--- src/sv/tsps_pkg.sv ---
package tsps_pkg;

    // Register indexes on the configuration port.
    localparam logic [2:0] REG_SERVO1_REST = 3'd0;
    localparam logic [2:0] REG_SERVO2_REST = 3'd1;
    localparam logic [2:0] REG_SERVO1_LIFT = 3'd2;
    localparam logic [2:0] REG_SERVO2_PUSH = 3'd3;
    localparam logic [2:0] REG_DELAY_A     = 3'd4;
    localparam logic [2:0] REG_DELAY_B     = 3'd5;
    localparam logic [2:0] REG_DELAY_C     = 3'd6;

    localparam int unsigned ANGLE_W = 8;
    localparam int unsigned DELAY_W = 16;
    localparam int unsigned TIME_W  = 32;
    localparam int unsigned INDEX_W = 3;

    localparam logic [ANGLE_W-1:0] ANGLE_MAX = 8'd180;

    localparam logic [ANGLE_W-1:0] SERVO1_REST_RST = 8'd0;
    localparam logic [ANGLE_W-1:0] SERVO2_REST_RST = 8'd0;
    localparam logic [ANGLE_W-1:0] SERVO1_LIFT_RST = 8'd90;
    localparam logic [ANGLE_W-1:0] SERVO2_PUSH_RST = 8'd90;
    localparam logic [DELAY_W-1:0] DELAY_A_RST     = 16'd1500;
    localparam logic [DELAY_W-1:0] DELAY_B_RST     = 16'd1600;
    localparam logic [DELAY_W-1:0] DELAY_C_RST     = 16'd1700;

    typedef struct packed {
        logic [ANGLE_W-1:0] servo1_rest_angle;
        logic [ANGLE_W-1:0] servo2_rest_angle;
        logic [ANGLE_W-1:0] servo1_lift_angle;
        logic [ANGLE_W-1:0] servo2_push_angle;
        logic [DELAY_W-1:0] delay_a_ms;
        logic [DELAY_W-1:0] delay_b_ms;
        logic [DELAY_W-1:0] delay_c_ms;
    } cfg_t;

    typedef struct packed {
        logic               done_res;
        logic               busy_res;
        logic [ANGLE_W-1:0] servo2_angle;
        logic [ANGLE_W-1:0] servo1_angle;
    } res_t;

endpackage

--- src/sv/tsps_cfg.sv ---
module tsps_cfg (
    input  logic                          aclk,
    input  logic                          aresetn,
    input  logic                          cfg_we,
    input  logic [tsps_pkg::INDEX_W-1:0]  cfg_index,
    input  logic [tsps_pkg::DELAY_W-1:0]  cfg_data,
    output tsps_pkg::cfg_t                cfg
);

    tsps_pkg::cfg_t                cfg_reg;
    tsps_pkg::cfg_t                cfg_next;
    logic [tsps_pkg::ANGLE_W-1:0]  angle;
    logic                          angle_ok;

    // Angle writes above the servo range leave the register untouched.
    assign angle    = cfg_data[tsps_pkg::ANGLE_W-1:0];
    assign angle_ok = (angle <= tsps_pkg::ANGLE_MAX);

    always_comb begin
        cfg_next = cfg_reg;
        if (cfg_we) begin
            case (cfg_index)
                tsps_pkg::REG_SERVO1_REST: if (angle_ok) cfg_next.servo1_rest_angle = angle;
                tsps_pkg::REG_SERVO2_REST: if (angle_ok) cfg_next.servo2_rest_angle = angle;
                tsps_pkg::REG_SERVO1_LIFT: if (angle_ok) cfg_next.servo1_lift_angle = angle;
                tsps_pkg::REG_SERVO2_PUSH: if (angle_ok) cfg_next.servo2_push_angle = angle;
                tsps_pkg::REG_DELAY_A:     cfg_next.delay_a_ms = cfg_data;
                tsps_pkg::REG_DELAY_B:     cfg_next.delay_b_ms = cfg_data;
                tsps_pkg::REG_DELAY_C:     cfg_next.delay_c_ms = cfg_data;
                default: ;
            endcase
        end
    end

    always_ff @(posedge aclk) begin
        if (!aresetn) begin
            cfg_reg.servo1_rest_angle <= tsps_pkg::SERVO1_REST_RST;
            cfg_reg.servo2_rest_angle <= tsps_pkg::SERVO2_REST_RST;
            cfg_reg.servo1_lift_angle <= tsps_pkg::SERVO1_LIFT_RST;
            cfg_reg.servo2_push_angle <= tsps_pkg::SERVO2_PUSH_RST;
            cfg_reg.delay_a_ms        <= tsps_pkg::DELAY_A_RST;
            cfg_reg.delay_b_ms        <= tsps_pkg::DELAY_B_RST;
            cfg_reg.delay_c_ms        <= tsps_pkg::DELAY_C_RST;
        end else begin
            cfg_reg <= cfg_next;
        end
    end

    assign cfg = cfg_reg;

endmodule

--- src/sv/tsps_seq.sv ---
module tsps_seq (
    input  logic                         aclk,
    input  logic                         aresetn,
    input  logic                         advance,
    input  logic                         action,
    input  logic [tsps_pkg::TIME_W-1:0]  now_ms,
    input  tsps_pkg::cfg_t               cfg,
    output tsps_pkg::res_t               res
);

    typedef enum logic [2:0] {
        PH_IDLE,
        PH_LIFT,
        PH_WAIT_PUSH,
        PH_WAIT_RET2,
        PH_WAIT_RET1
    } phase_t;

    phase_t                        phase_reg,  phase_next;
    logic [tsps_pkg::TIME_W-1:0]   mark_reg,   mark_next;
    logic                          busy_reg,   busy_next;
    logic [tsps_pkg::ANGLE_W-1:0]  servo1_reg, servo1_next;
    logic [tsps_pkg::ANGLE_W-1:0]  servo2_reg, servo2_next;
    logic                          done_next;
    tsps_pkg::res_t                res_reg,    res_next;
    logic [tsps_pkg::TIME_W-1:0]   elapsed;
    logic [tsps_pkg::DELAY_W-1:0]  limit;
    logic                          expired;

    // Wrapping difference against the mark left by the previous step.
    assign elapsed = now_ms - mark_reg;

    always_comb begin
        case (phase_reg)
            PH_WAIT_PUSH: limit = cfg.delay_a_ms;
            PH_WAIT_RET2: limit = cfg.delay_b_ms;
            default:      limit = cfg.delay_c_ms;
        endcase
    end

    assign expired = (elapsed > {{(tsps_pkg::TIME_W-tsps_pkg::DELAY_W){1'b0}}, limit});

    always_comb begin
        phase_next  = phase_reg;
        mark_next   = mark_reg;
        busy_next   = busy_reg;
        servo1_next = servo1_reg;
        servo2_next = servo2_reg;
        done_next   = 1'b0;
        if (action) begin
            // A push request restarts the sequence, even mid-run.
            phase_next = PH_LIFT;
            busy_next  = 1'b1;
        end else begin
            case (phase_reg)
                PH_LIFT: begin
                    servo1_next = cfg.servo1_lift_angle;
                    mark_next   = now_ms;
                    phase_next  = PH_WAIT_PUSH;
                end
                PH_WAIT_PUSH: begin
                    if (expired) begin
                        servo2_next = cfg.servo2_push_angle;
                        mark_next   = now_ms;
                        phase_next  = PH_WAIT_RET2;
                    end
                end
                PH_WAIT_RET2: begin
                    if (expired) begin
                        servo2_next = cfg.servo2_rest_angle;
                        mark_next   = now_ms;
                        phase_next  = PH_WAIT_RET1;
                    end
                end
                PH_WAIT_RET1: begin
                    if (expired) begin
                        servo1_next = cfg.servo1_rest_angle;
                        mark_next   = now_ms;
                        phase_next  = PH_IDLE;
                        busy_next   = 1'b0;
                        done_next   = 1'b1;
                    end
                end
                default: ;
            endcase
        end
        res_next.servo1_angle = servo1_next;
        res_next.servo2_angle = servo2_next;
        res_next.busy_res     = busy_next;
        res_next.done_res     = done_next;
    end

    always_ff @(posedge aclk) begin
        if (!aresetn) begin
            phase_reg  <= PH_IDLE;
            mark_reg   <= '0;
            busy_reg   <= 1'b0;
            servo1_reg <= tsps_pkg::SERVO1_REST_RST;
            servo2_reg <= tsps_pkg::SERVO2_REST_RST;
        end else if (advance) begin
            phase_reg  <= phase_next;
            mark_reg   <= mark_next;
            busy_reg   <= busy_next;
            servo1_reg <= servo1_next;
            servo2_reg <= servo2_next;
            res_reg    <= res_next;
        end
    end

    assign res = res_reg;

endmodule

--- src/sv/two_servo_push_sequencer.sv ---
// Channel   | Direction | tdata                              | tuser
// s_ (in)   | request   | now_ms[31:0]                       | action (1 = push request)
// m_ (out)  | result    | servo1[7:0] servo2[15:8] busy[16]  | none
//           |           | done[17], zero pad [23:18]         |
// cfg_      | write     | cfg_index selects, cfg_data[15:0]  | none
//
// One request enters per cycle while no stall on m_tready holds it back, and one result
// leaves per request. A taken request is held in the input register, then passes through
// the sequencer logic into the result register. The single subtract-and-compare on the
// elapsed time sets the rate. Reset is synchronous and active low; it restores the
// register defaults and parks both servos at their rest angles. A stall on m_tready
// holds the result register, and the input register fills behind it before s_tready drops.
module two_servo_push_sequencer (
    input  logic                          aclk,
    input  logic                          aresetn,
    // Input requests.
    input  logic                          s_tvalid,
    output logic                          s_tready,
    input  logic [31:0]                   s_tdata,    // now_ms[31:0]
    input  logic                          s_tuser,    // action
    // Results.
    output logic                          m_tvalid,
    input  logic                          m_tready,
    output logic [23:0]                   m_tdata,    // servo1_angle[7:0], servo2_angle[15:8],
                                                      // busy_res[16], done_res[17], zeros
    // Configuration writes.
    input  logic                          cfg_we,
    input  logic [tsps_pkg::INDEX_W-1:0]  cfg_index,
    input  logic [tsps_pkg::DELAY_W-1:0]  cfg_data
);

    logic                         in_valid_reg;
    logic                         in_action_reg;
    logic [tsps_pkg::TIME_W-1:0]  in_now_reg;
    logic                         out_valid_reg;
    logic                         advance;
    tsps_pkg::cfg_t               cfg;
    tsps_pkg::res_t               res;

    // The held request moves on whenever the result register is free or being emptied,
    // so the input register can take a new request in that same cycle.
    assign advance  = in_valid_reg && (!out_valid_reg || m_tready);
    assign s_tready = !in_valid_reg || advance;

    always_ff @(posedge aclk) begin
        if (!aresetn) begin
            in_valid_reg  <= 1'b0;
            out_valid_reg <= 1'b0;
        end else begin
            if (s_tready) begin
                in_valid_reg <= s_tvalid;
            end
            if (advance) begin
                out_valid_reg <= 1'b1;
            end else if (m_tready) begin
                out_valid_reg <= 1'b0;
            end
        end
    end

    always_ff @(posedge aclk) begin
        if (s_tready && s_tvalid) begin
            in_action_reg <= s_tuser;
            in_now_reg    <= s_tdata;
        end
    end

    tsps_cfg u_cfg (
        .aclk      (aclk),
        .aresetn   (aresetn),
        .cfg_we    (cfg_we),
        .cfg_index (cfg_index),
        .cfg_data  (cfg_data),
        .cfg       (cfg)
    );

    tsps_seq u_seq (
        .aclk    (aclk),
        .aresetn (aresetn),
        .advance (advance),
        .action  (in_action_reg),
        .now_ms  (in_now_reg),
        .cfg     (cfg),
        .res     (res)
    );

    assign m_tvalid = out_valid_reg;
    assign m_tdata  = {6'b0, res.done_res, res.busy_res, res.servo2_angle, res.servo1_angle};

endmodule

--- config.mk ---
export PLATFORM = sky130hd
export DESIGN_NAME = two_servo_push_sequencer
export DESIGN_NICKNAME = d
export VERILOG_FILES = /design/src/sv/tsps_pkg.sv /design/src/sv/tsps_cfg.sv /design/src/sv/tsps_seq.sv /design/src/sv/two_servo_push_sequencer.sv
export SDC_FILE = /design/constraint.sdc
export NUM_CORES = 1
export LEC_CHECK = 0
export BUFFER_PORTS_ARGS = -buffer_cell sky130_fd_sc_hd__buf_2
export CORE_MARGIN = 4
export CORE_UTILIZATION = 40
export CTS_CLUSTER_SIZE = 28
export DETAILED_ROUTE_END_ITERATION = 12
export GPL_TIMING_DRIVEN = 0
export HOLD_SLACK_MARGIN = 0.06
export RECOVER_POWER = 100
export SLEW_MARGIN = 30
export SYNTH_ARGS = -nofsm -noshare
export SYNTH_HDL_FRONTEND = slang
export SYNTH_HIERARCHICAL = 1
export SYNTH_SLANG_ARGS = --single-unit
--- constraint.sdc ---
create_clock -name aclk -period 11 [get_ports aclk]
set_input_delay 2.75 -clock aclk [delete_from_list [all_inputs] [get_ports aclk]]
set_output_delay 2.75 -clock aclk [all_outputs]
set_load 0.1 [all_outputs]
==> results by group <==
Outcome
  – Status: finished with violations
  – Failing checks: capacitance limit, slew limit

STA
  – Final setup vio count: 0
  – Max Freq: 138.5 MHz
  – Setup ws final: approximately 3.8 ns
  – Final Hold Vio Count: 0
  – Setup TNS: 0 ns
  – Slew Limit Fails: 15
  – RSZ-0062 raised after global routing: no
  – Tmin final: 7.220 ns
  – Tightest Pin Transition: 1.577 ns
  – Tcrit/Tclk final: around two thirds
  – Slew margin rel.: -5.113%
  – Setup Skew: 0.01795 ns

Placed design
  – Post-DP Area: approximately 11,000 sq um
  – # port buffers: 76
  – DP HPWL: around 20,000 um
  – Placed Cells: 1,552
  – Dpl ws: 4.754 ns
  – GP Congestion: between 0.8 and 0.9

Floorplan
  – Die area: roughly 28,000 sq um
  – FP Rows: 58
  – Die W: 167.3 um
  – Core area: 25,040 sq um
  – Die Y: 167.3 um
  – Initial core utilization: 40.54%
  – # IOs: 83

Global routing
  – Grt met3 use: 2.904%
  – Total GRT Usage: 18.71%
  – Remaining global-route overflow: 0
  – Initial antenna violation count: 0
  – GRT met1 Usage: 25.46%
  – Met2 Use GR: between 30% and 40%
  – Vias in the first global route: 8,241
  – First-pass GRT wire length: 42,890 um
  – GRT busiest layer: met2
  – Pin count of the biggest net entering global routing: 25

Worst setup path
  – Crit-path max cell delay: 0.90 ns
  – Worst EP arrival: 7.51 ns
  – Reg2reg setup slack: between 3 and 4 ns
  – Worst R2R Path Depth: 20
  – Reg2reg end: u_seq/mark_reg[0]
  – Worst R2R Start: in_now_reg[3]
  – Slowest-stage cell, CP: o31ai_1
  – Critical path endpoint category: flop
  – Crit path required time: 11.29 ns
  – Critical Path, Cell by Cell: ha_1, and2_0, a221oi_1, a211oi_1, o31ai_1, nand2_1, xor2_1, ha_1, nand4_1, a211oi_1, nor4b_1, o32a_1, nand3_1, nand4b_1, or4_1, nand4b_1, clkbuf_1, nand3_1, clkbuf_1, mux2i_1
  – Startpoint Class: flop
  – Critical path class: flop to flop
  – CP max FO: 10

Min path
  – Hold_sp: u_seq/mark_reg[28]
  – Hold Path Class: flop to flop
  – WHS Path Cells: 2
  – Hold worst-path end: u_seq/mark_reg[28]

Clock network
  – Cts hold-fix bufs: 0
  – # clock sinks: 185
  – Clock tree from TritonCTS: yes
  – Clock Path Buffers: 2
  – Clock transition at path regs: 0.08 ns
  – Num CTS Buffers: 17
  – # H-tree levels: 4
  – Clk root buf: clkbuf_16
  – Setup bufs post-CTS: 0
  – Clock Latency Late Sink: about 0.45 ns
  – Post-CTS Resized: 0

Layout
  – Antenna cells: 0
  – Flip-flop count of the largest register after layout: 80
  – Design area: 11,480 sq um
  – Layout cell share with drive strength beyond 1: 9.410%
  – Final net count: 1,346
  – Non-Filler Instances: between 1,500 and 2,000
  – Area Overhead vs Synth: 13.14%

Route
  – Iter 0 DRT Violations: 557
  – Drt pass-1 iters: 5
  – Via density: 5.285
  – Final wirelength: ~26,000 um
  – Via count: 8,372
  – Final ANT Viol Nets: 0
  – Avg WL per Cell: 16.72 um
  – # DRC: 0

Synthesis
  – Most numerous cell in the Yosys netlist: nand2_1
  – Syn. warnings: 6
  – Post-synth EDFFs: around 50
  – Mapped Area: approximately 10,000 sq um
  – Register bit count reported by yosys: 185
  – Asr flop ratio synth: 0%
  – Cell taking the most area after synthesis: dfxtp_1
  – Post-Syn Instances: 1,140
  – Synth top area share: 26.43%
  – Synth top area cells: dfxtp_1 (26%), edfxtp_1 (15%), mux2i_1 (8.9%)
  – Top post-synthesis cells by count: nand2_1 (235), dfxtp_1 (134), mux2i_1 (90)
  – Top_reg_cell synth: dfxtp_1
  – Mean post-synth cell area: 8.903 sq um
  – Unique masters post-synth: 79
  – Post-synthesis sequential area ratio: 41.52%

Power
  – Switching Fraction: 30.95%
  – Combinational Power Share: a little over an eighth
  – Worst vdd ir: 0.08803 mV
  – Sequential Power Share: 45.0%
  – Tot Pwr: 0.001625 W
  – Leak: roughly 4.2 nW
  – Internal: 0.001122 W
  – Power density cells: 141.5 nW/um^2
  – Sw power: roughly 0.0005 W
  – Clk pwr share: 41.8%

Run
  – Number of max-cap violations: 1
## power by group through the flow
stage	logic, W	clock network, W	registers (W)
finish	0.000215	0.000679	0.000731
global route	0.000238	0.000724	0.000733
CTS	0.000219	0.000698	0.000731
detailed placement	0.000217	0	0.000746
global placement	0.000215	0	0.000747
floorplan	0.000143	0	0.000757
## kinds of logic (layout without fill, tap and decap cells)
group	after synthesis	after routing	synth area share (%)
simple gates	439	439	20.06
flops	185	185	41.52
buf+inv	112	221	4.906
compound gates	238	238	16.09
fa+ha+maj	48	48	5.991
mux	98	98	9.763
other cells	1	6	0.03695
xor+xnor	19	19	1.640
## stage by stage
stage / hold slack, ns / utilization (%)
final: 0.4599 / 45.87
after global routing: 0.4705 / 45.87
after CTS: 0.4626 / 46.52
after detailed placement: 0.4464 / 43.89
after global placement: 0.4427 / 43.78
after floorplan: 0.4301 / -
## cell type report
cell class / instances / area, sq um
buffer: 61 / 279.0
clock buffer: 17 / 425.4
clock inverter: 15 / 232.7
fill: 2533 / 13550
inverter: 51 / 191.4
multi-input combinational: 848 / 5376
sequential: 185 / 4214
tap: 330 / 412.9
timing repair buffer: 77 / 351.6
## cells in the final DEF, fill, tap and decap left out, types with 5 or more instances in the layout
cell       netlist  final
a211oi_1        10     11
a21boi_0        34     35
a21o_1           8      8
a21oi_1         67     67
a221o_1          7      7
and2_1          10      9
buf_2            7     56
buf_4            8      7
clkbuf_1        37     69
clkbuf_16        0     17
conb_1           1      6
dfxtp_1        134    134
edfxtp_1        51     51
ha_1            47     47
inv_1           51     51
inv_12           0      7
mux2_2           8      8
mux2i_1         90     90
nand2_1        235    235
nand2b_1         7      7
nand3_1         39     40
nand4_1         17     17
nor2_1          53     56
nor2b_1         29     30
nor3_1          14     15
o211ai_1        10     10
o21a_1           5      5
o21ai_0         44     44
o21ba_1          7      7
xnor2_1         12     12
xor2_1           7      7
## worst max-delay path: cells and delay by family, from the launching register on
family                   cells  cell delay, ns
AO/OA/AOI/OAI                5            2.00
XOR/XNOR                     1            0.26
adder cells (fa/ha/maj)      2            0.67
buffers and inverters        2            1.05
flip-flops                   1            0.42
multiplexers                 1            0.22
AND/OR/NAND/NOR              9            2.45
## how the worst max path moves through the flow
stage	from	endpoint	slack [ns]	depth (start not counted)
detailed placement	m_tready	s_tready	4.75	3
global placement	m_tready	s_tready	4.75	3
global route	in_now_reg[3]	u_seq/mark_reg[0]	3.31	20
floorplan	m_tready	s_tready	5.15	1
finish	in_now_reg[3]	u_seq/mark_reg[0]	3.78	20
CTS	m_tready	s_tready	4.75	3
## per-layer routing
layer	part of all wire, %	vias up	wire length (um)
met4	1.3	0	353
li1	-	4210	-
met3	4.4	25	1168
met5	0	-	0
met2	47	182	12560
met1	47	3955	12410
Power figures use the tool's default switching activity.
